### src/rtl/sbr_pkg.sv
`default_nettype none

package sbr_pkg;

    localparam logic [1:0] KIND_WRITE  = 2'd0;
    localparam logic [1:0] KIND_READ   = 2'd1;
    localparam logic [1:0] KIND_ROTATE = 2'd2;

    localparam logic [6:0] SIDE_RESET = 7'd64;

    typedef enum logic [3:0] {
        ST_IDLE,
        ST_RD_CAP,
        ST_ROT_R0,
        ST_ROT_R1,
        ST_ROT_W0,
        ST_ROT_R2,
        ST_ROT_W1,
        ST_ROT_R3,
        ST_ROT_W2,
        ST_ROT_W3,
        ST_DONE
    } state_t;

    typedef enum logic [2:0] {
        POS_IN,
        POS_P0,
        POS_P1,
        POS_P2,
        POS_P3
    } pos_sel_t;

    typedef enum logic [1:0] {
        WSEL_IN,
        WSEL_Q,
        WSEL_TEMP
    } wsel_t;

    typedef enum logic [1:0] {
        RES_OK,
        RES_FAIL,
        RES_READ
    } res_sel_t;

    typedef struct packed {
        logic     mem_en;
        logic     mem_we;
        pos_sel_t pos;
        wsel_t    wsel;
        logic     temp_load;
        logic     item_load;
        logic     ring_step;
        logic     res_load;
        res_sel_t res_sel;
    } dp_cmd_t;

    typedef struct packed {
        logic is_write;
        logic is_read;
        logic is_rotate;
        logic cell_ok;
        logic block_ok;
        logic rad_zero;
        logic ring_last;
        logic block_last;
    } dp_status_t;

endpackage

`default_nettype wire

### src/rtl/sbr_ctrl.sv
`default_nettype none

module sbr_ctrl (
    input  wire logic               clk,
    input  wire logic               rst_n,
    input  wire logic               start,
    input  wire sbr_pkg::dp_status_t st,
    output sbr_pkg::dp_cmd_t        cmd,
    output logic                    busy,
    output logic                    done
);

    sbr_pkg::state_t state_reg;
    sbr_pkg::state_t state_next;

    always_ff @(posedge clk or negedge rst_n)
    begin
        if (!rst_n)
        begin
            state_reg <= sbr_pkg::ST_IDLE;
        end
        else
        begin
            state_reg <= state_next;
        end
    end

    always_comb
    begin
        state_next = state_reg;
        case (state_reg)
            sbr_pkg::ST_IDLE:
            begin
                if (start)
                begin
                    if (st.is_read && st.cell_ok)
                    begin
                        state_next = sbr_pkg::ST_RD_CAP;
                    end
                    else if (st.is_rotate && st.block_ok && !st.rad_zero)
                    begin
                        state_next = sbr_pkg::ST_ROT_R0;
                    end
                    else
                    begin
                        state_next = sbr_pkg::ST_DONE;
                    end
                end
            end
            sbr_pkg::ST_RD_CAP: state_next = sbr_pkg::ST_DONE;
            sbr_pkg::ST_ROT_R0: state_next = sbr_pkg::ST_ROT_R1;
            sbr_pkg::ST_ROT_R1: state_next = sbr_pkg::ST_ROT_W0;
            sbr_pkg::ST_ROT_W0: state_next = sbr_pkg::ST_ROT_R2;
            sbr_pkg::ST_ROT_R2: state_next = sbr_pkg::ST_ROT_W1;
            sbr_pkg::ST_ROT_W1: state_next = sbr_pkg::ST_ROT_R3;
            sbr_pkg::ST_ROT_R3: state_next = sbr_pkg::ST_ROT_W2;
            sbr_pkg::ST_ROT_W2: state_next = sbr_pkg::ST_ROT_W3;
            sbr_pkg::ST_ROT_W3:
            begin
                if (st.ring_last && st.block_last)
                begin
                    state_next = sbr_pkg::ST_DONE;
                end
                else
                begin
                    state_next = sbr_pkg::ST_ROT_R0;
                end
            end
            sbr_pkg::ST_DONE: state_next = sbr_pkg::ST_IDLE;
            default: state_next = sbr_pkg::ST_IDLE;
        endcase
    end

    always_comb
    begin
        cmd = '{mem_en: 1'b0, mem_we: 1'b0, pos: sbr_pkg::POS_IN, wsel: sbr_pkg::WSEL_IN,
                temp_load: 1'b0, item_load: 1'b0, ring_step: 1'b0, res_load: 1'b0,
                res_sel: sbr_pkg::RES_FAIL};
        busy = (state_reg != sbr_pkg::ST_IDLE);
        done = (state_reg == sbr_pkg::ST_DONE);
        case (state_reg)
            sbr_pkg::ST_IDLE:
            begin
                if (start)
                begin
                    cmd.item_load = 1'b1;
                    cmd.res_load  = 1'b1;
                    if ((st.is_write || st.is_read) && st.cell_ok)
                    begin
                        cmd.mem_en  = 1'b1;
                        cmd.mem_we  = st.is_write;
                        cmd.res_sel = sbr_pkg::RES_OK;
                    end
                    else if (st.is_rotate && st.block_ok)
                    begin
                        cmd.res_sel = sbr_pkg::RES_OK;
                    end
                end
            end
            sbr_pkg::ST_RD_CAP:
            begin
                cmd.res_load = 1'b1;
                cmd.res_sel  = sbr_pkg::RES_READ;
            end
            sbr_pkg::ST_ROT_R0:
            begin
                cmd.mem_en = 1'b1;
                cmd.pos    = sbr_pkg::POS_P0;
            end
            sbr_pkg::ST_ROT_R1:
            begin
                cmd.mem_en    = 1'b1;
                cmd.pos       = sbr_pkg::POS_P1;
                cmd.temp_load = 1'b1;
            end
            sbr_pkg::ST_ROT_W0:
            begin
                cmd.mem_en = 1'b1;
                cmd.mem_we = 1'b1;
                cmd.pos    = sbr_pkg::POS_P0;
                cmd.wsel   = sbr_pkg::WSEL_Q;
            end
            sbr_pkg::ST_ROT_R2:
            begin
                cmd.mem_en = 1'b1;
                cmd.pos    = sbr_pkg::POS_P2;
            end
            sbr_pkg::ST_ROT_W1:
            begin
                cmd.mem_en = 1'b1;
                cmd.mem_we = 1'b1;
                cmd.pos    = sbr_pkg::POS_P1;
                cmd.wsel   = sbr_pkg::WSEL_Q;
            end
            sbr_pkg::ST_ROT_R3:
            begin
                cmd.mem_en = 1'b1;
                cmd.pos    = sbr_pkg::POS_P3;
            end
            sbr_pkg::ST_ROT_W2:
            begin
                cmd.mem_en = 1'b1;
                cmd.mem_we = 1'b1;
                cmd.pos    = sbr_pkg::POS_P2;
                cmd.wsel   = sbr_pkg::WSEL_Q;
            end
            sbr_pkg::ST_ROT_W3:
            begin
                cmd.mem_en    = 1'b1;
                cmd.mem_we    = 1'b1;
                cmd.pos       = sbr_pkg::POS_P3;
                cmd.wsel      = sbr_pkg::WSEL_TEMP;
                cmd.ring_step = 1'b1;
            end
            sbr_pkg::ST_DONE:
            begin
            end
            default:
            begin
            end
        endcase
    end

endmodule

`default_nettype wire

### config.mk
export PLATFORM = sky130hd
export DESIGN_NAME = sbr_ctrl
export DESIGN_NICKNAME = d
export VERILOG_FILES = /design/src/rtl/sbr_pkg.sv /design/src/rtl/sbr_ctrl.sv
export SDC_FILE = /design/constraint.sdc
export NUM_CORES = 1
export LEC_CHECK = 0
export ABC_AREA = 1
export BUFFER_PORTS_ARGS = -buffer_cell sky130_fd_sc_hd__clkbuf_2
export CAP_MARGIN = 40
export CORE_MARGIN = 2
export CORE_UTILIZATION = 35
export DETAILED_ROUTE_END_ITERATION = 7
export GPL_ROUTABILITY_DRIVEN = 0
export PLACE_DENSITY = 0.75
export REMOVE_ABC_BUFFERS = 1
export SLEW_MARGIN = 25
export SYNTH_ARGS = -nofsm -noshare
export SYNTH_HDL_FRONTEND = slang
export SYNTH_SLANG_ARGS = --single-unit
### constraint.sdc
create_clock -name clk -period 3 [get_ports clk]
set_input_delay 0.3 -clock clk [delete_from_list [all_inputs] [get_ports clk]]
set_output_delay 0.3 -clock clk [all_outputs]
set_load 0.01 [all_outputs]
Yosys cells after proc, flatten, opt, wreduce, memory -nomap -nowiden
Cells that the tools add are included.
Storage, ports and cells
  flip-flop bits (word level): 4
  input port bits: 11
  output and inout port bits: 15
  word-level logic and storage cells: 47
Cells by class
  eq/ne operators: 11
  mux-type cells: 19
  reduce and logical (&&, ||, !) cells: 16
Operators with widths (number)
  $pmux W4 S10: 1
  $eq A4 B3 Y1 const B: 4
  $mux W4: 4
  $eq A4 B4 Y1 const B: 3
  $pmux W3 S4: 1
  $eq A4 B2 Y1 const B: 2
  $reduce_or A2 Y1: 4
  $reduce_or A8 Y1: 1
  $mux W2: 3
  $pmux W3 S2: 1
  $logic_and A1 B1 Y1: 5
  $mux W1: 5
  $eq A4 B1 Y1 const B: 1
  $logic_not A4 Y1: 1
  $pmux W1 S2: 2
  $pmux W2 S2: 1
  $reduce_bool A4 Y1: 1
  $reduce_or A4 Y1: 1
  $mux W3: 1
  $reduce_or A3 Y1: 1
  $ne A2 B2 Y1 const B: 1
  $logic_not A1 Y1: 1
  $logic_or A1 B1 Y1: 1

Depth between registers and ports, before layout
  word-level depth: 6
  mapped depth: 8
  depth with buffers taken out: 7

Worst setup path after synthesis
OpenSTA, ideal clock, no wires.
  path kind: register -> output
  start: register state_reg[1]
  end: output cmd[0] in the netlist's numbering
  arrival time: 1.123 ns
  data required time: 2.700 ns
  slack: 1.577 ns
  stages on the path, launching flop included: 7
  cell sequence: dfrtp_1 -> inv_2 -> nand2_2 -> nor2_1 -> inv_1 -> nand2_1 -> nand2_1
RTL lines
  start, declared: RTL line sbr_ctrl.sv:13  | sbr_pkg::state_t state_reg;
  start signal, assigned: RTL line sbr_ctrl.sv:20  | state_reg <= sbr_pkg::ST_IDLE;
  start signal, assigned: RTL line sbr_ctrl.sv:24  | state_reg <= state_next;
  end, declared: RTL line sbr_ctrl.sv:8  | output sbr_pkg::dp_cmd_t cmd,

==> metrics.txt <==
status finished, final reports clean; cells after synthesis 77; most frequent cell after synthesis nand2_1; final worst path period share 61.17%; MaxCap Viol Count 0; IO buf count 25; Finished Cell Area 648.1 sq um; Vias 556; R2R depth 7; Core Footprint 1301 sq um; routed wire length 1.172 mm; Total GRT Usage 16.41%; share of cells above drive strength 1 38.10%; Final TNS setup 0 ns; area leader, netlist dfrtp_1; post-detailed-route count of antenna-violating nets 0; synth warn 0; die height 41.15 um; vias in the first global route 491; WP data arrival 1.54 ns; Area Overhead vs Synth 34.20%; number of flops mapped to enable cells by yosys 0; RSZ-0062 raised after global routing false; Hold Fails Final Rpt 0; Detailed Place HPWL 996.1 um; Worst Path Required 2.70 ns; Util after Layout 49.81%; DRC 0; Placed Instance Area 615.6 sq um; CTS buffer count 3; clk slew on worst S/H paths 0.04 ns; largest net degree at the start of global routing 10; CTS H-tree lvls 1; syn_area_per_cell 6.272 sq um; Worst Hold Launch st[6]; worst vdd ir 546.1 uV; hold crit path type input pin to flop; #FFs+latches synth 4; CTS tree built; Critical Path Max Stage Delay 0.52 ns; Pwr Density 1080 nW/um^2; final setup fails 0; WHS Endpoint state_reg[1]; Post-Syn Area 483.0 sq um; top_reg_cell synth dfrtp_1; Finished Layout Cells 120; Synth top area share 20.73%; critical path class flop to primary output; # fillers 144; die width 41.15 um; slowest CP cell dfrtp_1; crit path max fanout 9; clock sink total 4; Crit. End Element primary output; crit path launch type flop; final worst path period need 1.835 ns; drt first pass iters 4; Seq/Total Area, Yosys 20.73%; Hold WS 0.3919 ns; initial antenna violation count 0; Reg-to-Reg End state_reg[3]; routed len/inst 9.767 um; Max Clock Freq 544.9 MHz; top cells by area, synth dfrtp_1 21%, nand2_1 16%, nor2_1 10%; Slew Viols, Final 0; Reg2Reg Launch Point state_reg[2]; Final #Nets 118; Inst Count DP 116; relative slew slack 71.87%; clock skew 0.004612 ns; latest clock arrival within the worst-skew pair 0.23 ns; worst setup margin 1.165 ns; Root Driver clkbuf_4; leakage power 0.3946 nW; 1st-iter DRT viols 10; total grt overflow 0; starting density of the core 37.12%; dpl ws 1.404 ns; number of distinct library cells after synthesis 22; Post-synth top cells 20 x nand2_1, 13 x nor2_1, 8 x inv_1; worst slew pin tran 0.4220 ns; max reg flops 4; Die Area 1693 sq um; CP cell instances clkinv_8 -> nand2_8 -> nor2_8 -> nand2_4 -> or2_1 -> nand3_2 -> clkbuf_2; first-pass GRT wire length 1.890 mm; asr flop ratio synth 100.0%; routed vias/inst 4.633; # rows 13; Top-Level Pins 26; total power 0.6999 mW; Hold Crit Depth 4; setup slack, reg-to-reg 1.74 ns; diode count 0; Clock Path Buffers 2
## metal layers
metal  part of all wire (%)  wire, um  global-route usage (%)  vias up
met5                      0         0                       0        -
met4                    1.8        21                   2.419        0
met3                    7.0        82                   3.261        2
met2                     47       556                   29.30       26
met1                     44       512                   20.45      227
li1                       -         -                       -      301
## cells in the final DEF (no fill, tap or decap), drive strengths merged
cell         netlist  routed
or2                1       1
nand3              6       6
nor2              15      15
o211ai             1       1
dlygate4sd3        0       1
o21ai              6       6
o21a               1       1
nand2             24      24
a21oi              3       3
o22ai              1       1
inv               12      12
clkinv             1       1
dfrtp              4       4
a31oi              1       1
clkbuf             0      28
## how the worst max path moves through the flow
stage / startpoint / to / slack (ns) / cells past startpoint
after floorplan: state_reg[2] / cmd[0] / 1.54 / 6
after global placement: state_reg[2] / cmd[12] / 1.43 / 7
after detailed placement: state_reg[2] / cmd[12] / 1.40 / 7
after CTS: state_reg[2] / cmd[12] / 1.15 / 7
after global routing: state_reg[2] / cmd[12] / 1.05 / 7
final: state_reg[2] / cmd[12] / 1.16 / 7
## layout make-up
cell class	instances	area, sq um	share of cell area, %
timing repair buffer	26	135.1	20.85
tap	15	18.77	2.896
multi-input combinational	59	307.8	47.49
clock buffer	3	22.52	3.475
inverter	13	63.81	9.846
sequential	4	100.1	15.44
## power breakdown
part | switching, mW | leakage, nW | internal (mW)
Clock | 0.0203 | 0.0138 | 0.0446
Sequential | 0.0495 | 0.0506 | 0.0788
Combinational | 0.315 | 0.330 | 0.192
## critical path: cells and delay by family, from the launching register on
family	cells	cell delay, ns
DFF	1	0.52
buffers and inverters	2	0.24
and+or+nand+nor	5	0.54
## cell families (layout without fill, tap and decap cells)
group                  after synthesis  in the layout  share of synthesized area [%]
AO/OA/AOI/OAI                       13             13                          15.03
buffers and inverters               14             42                          15.55
flip-flops                           4              4                          20.73
AND/OR/NAND/NOR                     46             46                          48.71
## repair_timing
item                      4_1_cts  5_1_grt
buffers inserted                0        0
hold endpoints to repair        4        0
resized for setup               0        0
hold buffers                    1        0
(Power assumes the default switching activity.)
